<file path="config.mk">
export PLATFORM = sky130hd
export DESIGN_NAME = lfpd_track
export DESIGN_NICKNAME = d
export VERILOG_FILES = /design/src/hw/rtl/lfpd_pkg.sv /design/src/hw/rtl/lfpd_track.sv
export SDC_FILE = /design/constraint.sdc
export NUM_CORES = 1
export LEC_CHECK = 0
export BUFFER_PORTS_ARGS = -buffer_cell sky130_fd_sc_hd__buf_2
export CORE_ASPECT_RATIO = 1.5
export CORE_MARGIN = 4
export CORE_UTILIZATION = 53
export CTS_CLUSTER_SIZE = 40
export DETAILED_ROUTE_END_ITERATION = 16
export GPL_TIMING_DRIVEN = 0
export PLACE_DENSITY = 0.86
export SYNTH_ARGS = -nofsm -noshare
export SYNTH_HDL_FRONTEND = slang
export SYNTH_SLANG_ARGS = --single-unit
</file>
<file path="constraint.sdc">
create_clock -name clk -period 3.3 [get_ports clk]
set_input_delay 0 -clock clk [delete_from_list [all_inputs] [get_ports clk]]
set_output_delay 0 -clock clk [all_outputs]
set_load 0.02 [all_outputs]
</file>
<file path="src/hw/rtl/lfpd_pkg.sv">
`default_nettype none

package lfpd_pkg;

  localparam int NUM_SNS     = 5;
  localparam int SMP_W       = 12;
  localparam int SPD_W       = 8;
  localparam int GAIN_W      = 24;
  localparam int ERR_W       = 4;
  localparam int DER_W       = ERR_W + 1;
  localparam int SUM_W       = 32;
  localparam int SIDE_W      = 2;
  localparam int PCT_W       = 8;
  localparam int CFG_ADDR_W  = 3;
  localparam int CFG_DATA_W  = GAIN_W;
  localparam int IN_TDATA_W  = 72;
  localparam int OUT_TDATA_W = 24;

  // PID datapath widths, gains are unsigned so they get one extra sign bit
  localparam int PP_W   = GAIN_W + 1 + ERR_W;
  localparam int PD_W   = GAIN_W + 1 + DER_W;
  localparam int PI_W   = GAIN_W + 1 + SUM_W;
  localparam int ACC_W  = PI_W + 1;
  localparam int FRAC_W = 16;
  localparam int TERM_W = ACC_W - FRAC_W;
  localparam int DRV_W  = TERM_W + 1;
  localparam int SPEED_W = 9;

  localparam int SEARCH_SPEED = 120;
  localparam int SPEED_LIMIT  = 255;
  localparam int PCT_SCALE    = 100;

  localparam logic [SMP_W-1:0]  THR_RST = SMP_W'(500);
  localparam logic [GAIN_W-1:0] KP_RST  = GAIN_W'(1966080);
  localparam logic [GAIN_W-1:0] KD_RST  = GAIN_W'(196608);
  localparam logic [GAIN_W-1:0] KI_RST  = GAIN_W'(655);

  localparam logic [SIDE_W-1:0] SIDE_CENTRE = 2'd0;
  localparam logic [SIDE_W-1:0] SIDE_LEFT   = 2'd1;
  localparam logic [SIDE_W-1:0] SIDE_RIGHT  = 2'd2;

  localparam int SNS_FL = 0;
  localparam int SNS_NL = 1;
  localparam int SNS_C  = 2;
  localparam int SNS_NR = 3;
  localparam int SNS_FR = 4;

  typedef enum logic [CFG_ADDR_W-1:0] {
    REG_THR_FL = 3'd0,
    REG_THR_NL = 3'd1,
    REG_THR_C  = 3'd2,
    REG_THR_NR = 3'd3,
    REG_THR_FR = 3'd4,
    REG_KP     = 3'd5,
    REG_KD     = 3'd6,
    REG_KI     = 3'd7
  } cfg_reg_t;

  typedef struct packed {
    logic signed [ERR_W-1:0] err;
    logic signed [DER_W-1:0] deriv;
    logic signed [SUM_W-1:0] sum;
    logic                    lost;
    logic [SIDE_W-1:0]       side;
  } track_t;

  typedef struct packed {
    logic signed [ERR_W-1:0] err;
    logic                    lost;
    logic [SIDE_W-1:0]       side;
  } meta_t;

  function automatic logic signed [SPEED_W-1:0] clamp_speed(
      input logic signed [DRV_W-1:0] v);
    if (v > DRV_W'(SPEED_LIMIT)) begin
      return SPEED_W'(SPEED_LIMIT);
    end else if (v < DRV_W'(-SPEED_LIMIT)) begin
      return SPEED_W'(-SPEED_LIMIT);
    end
    return SPEED_W'(v);
  endfunction

  // trunc(v*100/255) on the magnitude; x/255 = (x + (x>>8) + 1) >> 8 for x < 2^16
  function automatic logic signed [PCT_W-1:0] to_percent(
      input logic signed [SPEED_W-1:0] v);
    logic [SPEED_W-1:0] mag;
    logic [15:0]        prod;
    logic [15:0]        quo;
    logic [PCT_W-1:0]   pm;
    mag  = v[SPEED_W-1] ? SPEED_W'(-v) : SPEED_W'(v);
    prod = 16'(mag) * 16'(PCT_SCALE);
    quo  = (prod + (prod >> 8) + 16'd1) >> 8;
    pm   = quo[PCT_W-1:0];
    return v[SPEED_W-1] ? $signed(-pm) : $signed(pm);
  endfunction

endpackage

`default_nettype wire

</file>
<file path="src/hw/rtl/lfpd_track.sv">
`default_nettype none

module lfpd_track (
  input  wire logic                         clk,
  input  wire logic                         rst_n,
  input  wire logic                         adv,
  input  wire logic [lfpd_pkg::NUM_SNS-1:0] sns_hit,
  output lfpd_pkg::track_t                  trk
);
  import lfpd_pkg::*;

  // previous error always equals the held error, so one register serves both
  logic signed [ERR_W-1:0] held_r;
  logic signed [SUM_W-1:0] sum_r;
  logic [SIDE_W-1:0]       side_r;

  logic signed [ERR_W-1:0] err_nxt;
  logic signed [SUM_W-1:0] sum_nxt;
  logic [SIDE_W-1:0]       side_nxt;
  logic signed [SUM_W:0]   sum_wide;
  logic                    any_hit;

  assign any_hit = |sns_hit;

  // later rules override earlier ones
  always_comb begin
    err_nxt = held_r;
    if (sns_hit[SNS_FL]) err_nxt = ERR_W'(-4);
    if (sns_hit[SNS_NL]) err_nxt = ERR_W'(-2);
    if (sns_hit[SNS_FL] && sns_hit[SNS_NL]) err_nxt = ERR_W'(-3);
    if (sns_hit[SNS_C]) err_nxt = ERR_W'(0);
    if (sns_hit[SNS_NL] && sns_hit[SNS_C]) err_nxt = ERR_W'(-1);
    if (sns_hit[SNS_NR]) err_nxt = ERR_W'(2);
    if (sns_hit[SNS_C] && sns_hit[SNS_NR]) err_nxt = ERR_W'(1);
    if (sns_hit[SNS_FR]) err_nxt = ERR_W'(4);
    if (sns_hit[SNS_NR] && sns_hit[SNS_FR]) err_nxt = ERR_W'(3);
  end

  always_comb begin
    side_nxt = side_r;
    if (sns_hit[SNS_NR] || sns_hit[SNS_FR]) side_nxt = SIDE_RIGHT;
    if (sns_hit[SNS_FL] || sns_hit[SNS_NL]) side_nxt = SIDE_LEFT;
  end

  always_comb begin
    sum_wide = (SUM_W+1)'(sum_r) + (SUM_W+1)'(err_nxt);
    if (sum_wide[SUM_W] != sum_wide[SUM_W-1]) begin
      sum_nxt = sum_wide[SUM_W] ? {1'b1, {(SUM_W-1){1'b0}}} : {1'b0, {(SUM_W-1){1'b1}}};
    end else begin
      sum_nxt = sum_wide[SUM_W-1:0];
    end
  end

  always_comb begin
    trk.err   = err_nxt;
    trk.deriv = DER_W'(err_nxt) - DER_W'(held_r);
    trk.sum   = sum_r;
    trk.lost  = !any_hit;
    trk.side  = side_nxt;
  end

  always_ff @(posedge clk) begin
    if (!rst_n) begin
      held_r <= '0;
      sum_r  <= '0;
      side_r <= SIDE_CENTRE;
    end else if (adv && any_hit) begin
      held_r <= err_nxt;
      sum_r  <= sum_nxt;
      side_r <= side_nxt;
    end
  end

  a_err_range: assert property (@(posedge clk) disable iff (!rst_n)
    held_r >= ERR_W'(-4) && held_r <= ERR_W'(4))
    else $error("held error out of range");

  a_side_code: assert property (@(posedge clk) disable iff (!rst_n)
    side_r == SIDE_CENTRE || side_r == SIDE_LEFT || side_r == SIDE_RIGHT)
    else $error("bad side code");

  a_lost_hold: assert property (@(posedge clk) disable iff (!rst_n)
    adv && !any_hit |=> $stable(held_r) && $stable(sum_r) && $stable(side_r))
    else $error("state moved on a lost line");

  a_left_wins: assert property (@(posedge clk) disable iff (!rst_n)
    adv && (sns_hit[SNS_FL] || sns_hit[SNS_NL]) |=> side_r == SIDE_LEFT)
    else $error("left side not recorded");

endmodule

`default_nettype wire

</file>
==> impl_results.md <==
- Max Root-Sink Buffers: 2
- Util after Layout: 0.746
- Run status: complete, but fails checks
- Max-slew headroom: 0.529
- First-pass GRT wire length: 21200 um
- HPWL after detailed placement: 8440 um
- R2R cell count: 14
- Worst Path Arrival: 3.79 ns
- Combinational family with the most area after synthesis: compound AO/OA/AOI/OAI gates
- Max-slew violations: 0
- CP delay by family, top: compound AO/OA/AOI/OAI gates
- Die Footprint: 8580 sq um
- Yosys top cell area share: 0.201
- CP most frequent cell: a21oi_1
- Mean post-synth cell area: 7.63 sq um
- CTS H-Tree Depth: 2
- Fraction of registers with async set/reset: 0
- Hold Slack: 0.144 ns
- Row cnt: 37
- Worst min path class: input pin to flip-flop
- Failing checks: setup timing
- Post-synth top area cell: dfxtp_1
- Worst Hold Endpoint: side_r[1]
- Antenna diodes: 0
- Synth unique cells: 60
- Number of instances in the placed design: 624
- Antenna Nets Post-Route: 0
- Post-synth EDFFs: 0
- Final Power: 2.15 mW
- Remaining global-route overflow: 0
- Slowest CP cell: a311oi_1
- Post-Synth XOR/XNOR Area: 0.0784
- # setup viols final: 29
- Fraction of layout cells with a size suffix above 1: 0.342
- Worst Path Required: 3.55 ns
- Core area: 6900 sq um
- Clock sinks: 38
- Synth-to-Final Area Change: 36.0%
- Post-synthesis compound-gate area fraction: 0.354
- Io pins: 52
- Clock Root Buffer: clkbuf_8
- Drt pass-1 iters: 7
- Reg-to-Reg Start: held_r[1]
- Die W: 77.0 um
- Crit. End Element: flip-flop
- VDD IR max: 246 uV
- Mux cell area share after synthesis: 0.00298
- DIE HEIGHT: 111 um
- Power Dens Cells: 417 nW/um^2
- Vias per cell: 7.30
- Ranking of synthesized cells by area: dfxtp_1 (20%), ha_1 (12%), a21oi_1 (9.8%)
- Simple-Gate Fraction of Synth Area: 0.144
- Worst Skew: 0.0120 ns
- Crit path cell chain: o22ai_2, nor2_1, o32a_4, buf_4, ha_1, a21oi_2, nand4b_1, a21oi_1, a311oi_1, o31ai_2, a31oi_1, xnor2_1, o21ai_0, a21oi_1
- Antenna violations before repair: 0
- Worst setup margin: -0.234 ns
- #FFs+latches synth: 38
- # DRC: 0
- TritonCTS clock tree: built
- Ys flop type: dfxtp_1
- CP max FO: 5
- Routed wire length: 15900 um
- Port-buffer cells: 50
- Total track usage: 0.301
- Max-cap violations: 0
- CP Launch Type: flip-flop
- WHS Path Cells: 5
- Initial Util: 0.549
- Hold path start: sns_hit[0]
- Setup Crit Path Kind: flip-flop to flip-flop
- FMAX: 283 MHz
- Largest net degree at the start of global routing: 15
- Number of global-route vias before repair: 4424
- CTS Buf Count: 5
- Slowest stage delay, CP: 0.62 ns
- Adder-cell area share of the yosys netlist: 0.167
- Syn nets: 542
- Crit share post-route: 1.07
- Ys Warns: 0
- Minimum clock period: 3.53 ns
- Clock Latency Late Sink: 0.33 ns
- Wire per inst: 23.8 um
- RSZ-0062 raised after global routing: yes
- Net count, final: 632
- Hold Fails Final Rpt: 0
- Placer Congestion: 0.924
- Seq/Total Area, Yosys: 0.201
- Least-Margin Pin Slew: 0.707 ns
- Leakage: 2.15 nW
- RR Endpoint: sum_r[29]
- Beginning of the critical path: held_r[1]
- Final std cells w/o fill: 665
- Clock transition at the registers of the reported paths: 0.10 ns
- Via Count: 4853
- Crit path buf inv count: 1
- Slack of the worst reg-to-reg path: -0.23 ns
- Synthesized area: 3780 sq um
- Post-synthesis cell count: 496
- Initial drt markers: 617
## placed cells by master, fill, tap and decap left out, types with 7 or more instances in the layout
master / Yosys / final
a21oi_1: 74 / 57
o21ai_0: 59 / 53
buf_2: 4 / 50
nand2_1: 45 / 43
dfxtp_1: 38 / 35
buf_4: 0 / 31
nor2_1: 26 / 24
xnor2_1: 22 / 20
ha_1: 36 / 18
a21oi_2: 1 / 16
inv_1: 16 / 14
ha_4: 0 / 14
clkbuf_1: 23 / 13
a21o_1: 12 / 12
xor2_1: 10 / 10
maj3_2: 8 / 10
o211ai_1: 9 / 9
a31oi_1: 8 / 8
nand3_1: 9 / 7
buf_6: 3 / 7
## power breakdown
group / switching (mW) / internal, mW
clock network: 0.226 / 0.226
registers: 0.0567 / 0.510
logic: 0.659 / 0.468
## metal layers
metal / vias up / share of wire / track usage
met5: - / 0 / 0
met4: 0 / 0.097 / 0.205
met3: 160 / 0.099 / 0.0607
met2: 449 / 0.47 / 0.521
met1: 2210 / 0.34 / 0.326
li1: 2034 / - / -
## sequential cells by signal, indices dropped and copies added (netlist names)
| register | count |
|---|---|
| side_r | 2 |
| sum_r | 32 |
| held_r | 4 |
## worst register-to-register path, cell delays in order (launching register included)
cell	delay (ns)
dfxtp_2	0.35
o22ai_2	0.17
nor2_1	0.08
o32a_4	0.21
buf_4	0.17
ha_1	0.29
a21oi_2	0.18
nand4b_1	0.20
a21oi_1	0.14
a311oi_1	0.62
o31ai_2	0.21
a31oi_1	0.31
xnor2_1	0.21
o21ai_0	0.15
a21oi_1	0.20
## how the worst max path moves through the flow
stage / end / slack (ns) / cells past startpoint
2_1_floorplan: sum_r[26] / 0.002 / 14
3_3_place_gp: sum_r[17] / -0.47 / 16
3_5_place_dp: sum_r[17] / -0.47 / 16
4_1_cts: sum_r[24] / -0.03 / 16
5_1_grt: sum_r[3] / -0.30 / 16
6_report: sum_r[29] / -0.23 / 14
## cell type report
type	count	area (sq um)
clock inverter	3	45.0
clock buffer	5	68.8
inverter	16	60.1
timing repair buffer	89	632
multi-input combinational	415	3340
fill	429	1750
buffer	21	136
sequential	38	764
tap	78	97.6
## cell usage after synthesis (2+ instances only)
cell and number:
o211ai_1 9, o21ai_1 2, a21boi_0 5, dfxtp_1 38, a21o_1 12, maj3_1 5
ha_1 36, a41o_1 2, buf_2 4, nand4_1 6, o21a_1 8, a2111oi_0 2
a31oi_1 8, a211oi_1 6, and3_1 3, xor2_1 10, a311oi_1 2, o31a_1 2
o221a_2 2, nor3_1 5, fa_1 2, nor2b_1 3, nor2_1 26, o22ai_1 2
inv_1 16, o211a_1 3, maj3_2 8, o21ai_0 59, o2111ai_1 3, nand3_1 9
o31ai_1 2, o21ai_2 2, nand2b_1 3, xnor2_1 22, buf_6 3, nand2_1 45
and4_1 2, clkbuf_1 23, nand3_2 2, a21oi_1 74
## timing repair
item                                   4_1_cts  5_1_grt
hold buffers                                 1        0
setup endpoints to repair                   32       32
resized for setup                           40       77
endpoints found under the hold margin        1        0
buffers inserted                            21       14
pin swaps                                   19       41
cloned                                       3        3
## cells by family after synthesis
| logic type | count (synthesis) |
|---|---|
| muxes | 1 |
| and+or+nand+nor | 112 |
| AOI/OAI and AO/OA | 215 |
| DFF | 38 |
| adders and majority gates | 51 |
| buffers and inverters | 46 |
| xor gates and xnor gates | 33 |
## metrics by stage
stage	TNS [ns]	cell area (sq um)	setup slack [ns]
2_1_floorplan	0	3800	0.00238
3_3_place_gp	-11.16	4140	-0.466
3_5_place_dp	-12.10	4140	-0.468
4_1_cts	-0.134	4650	-0.0310
5_1_grt	-4.87	5140	-0.296
6_report	-1.97	5140	-0.234
Note: power is estimated with default switching activity, not from simulation.
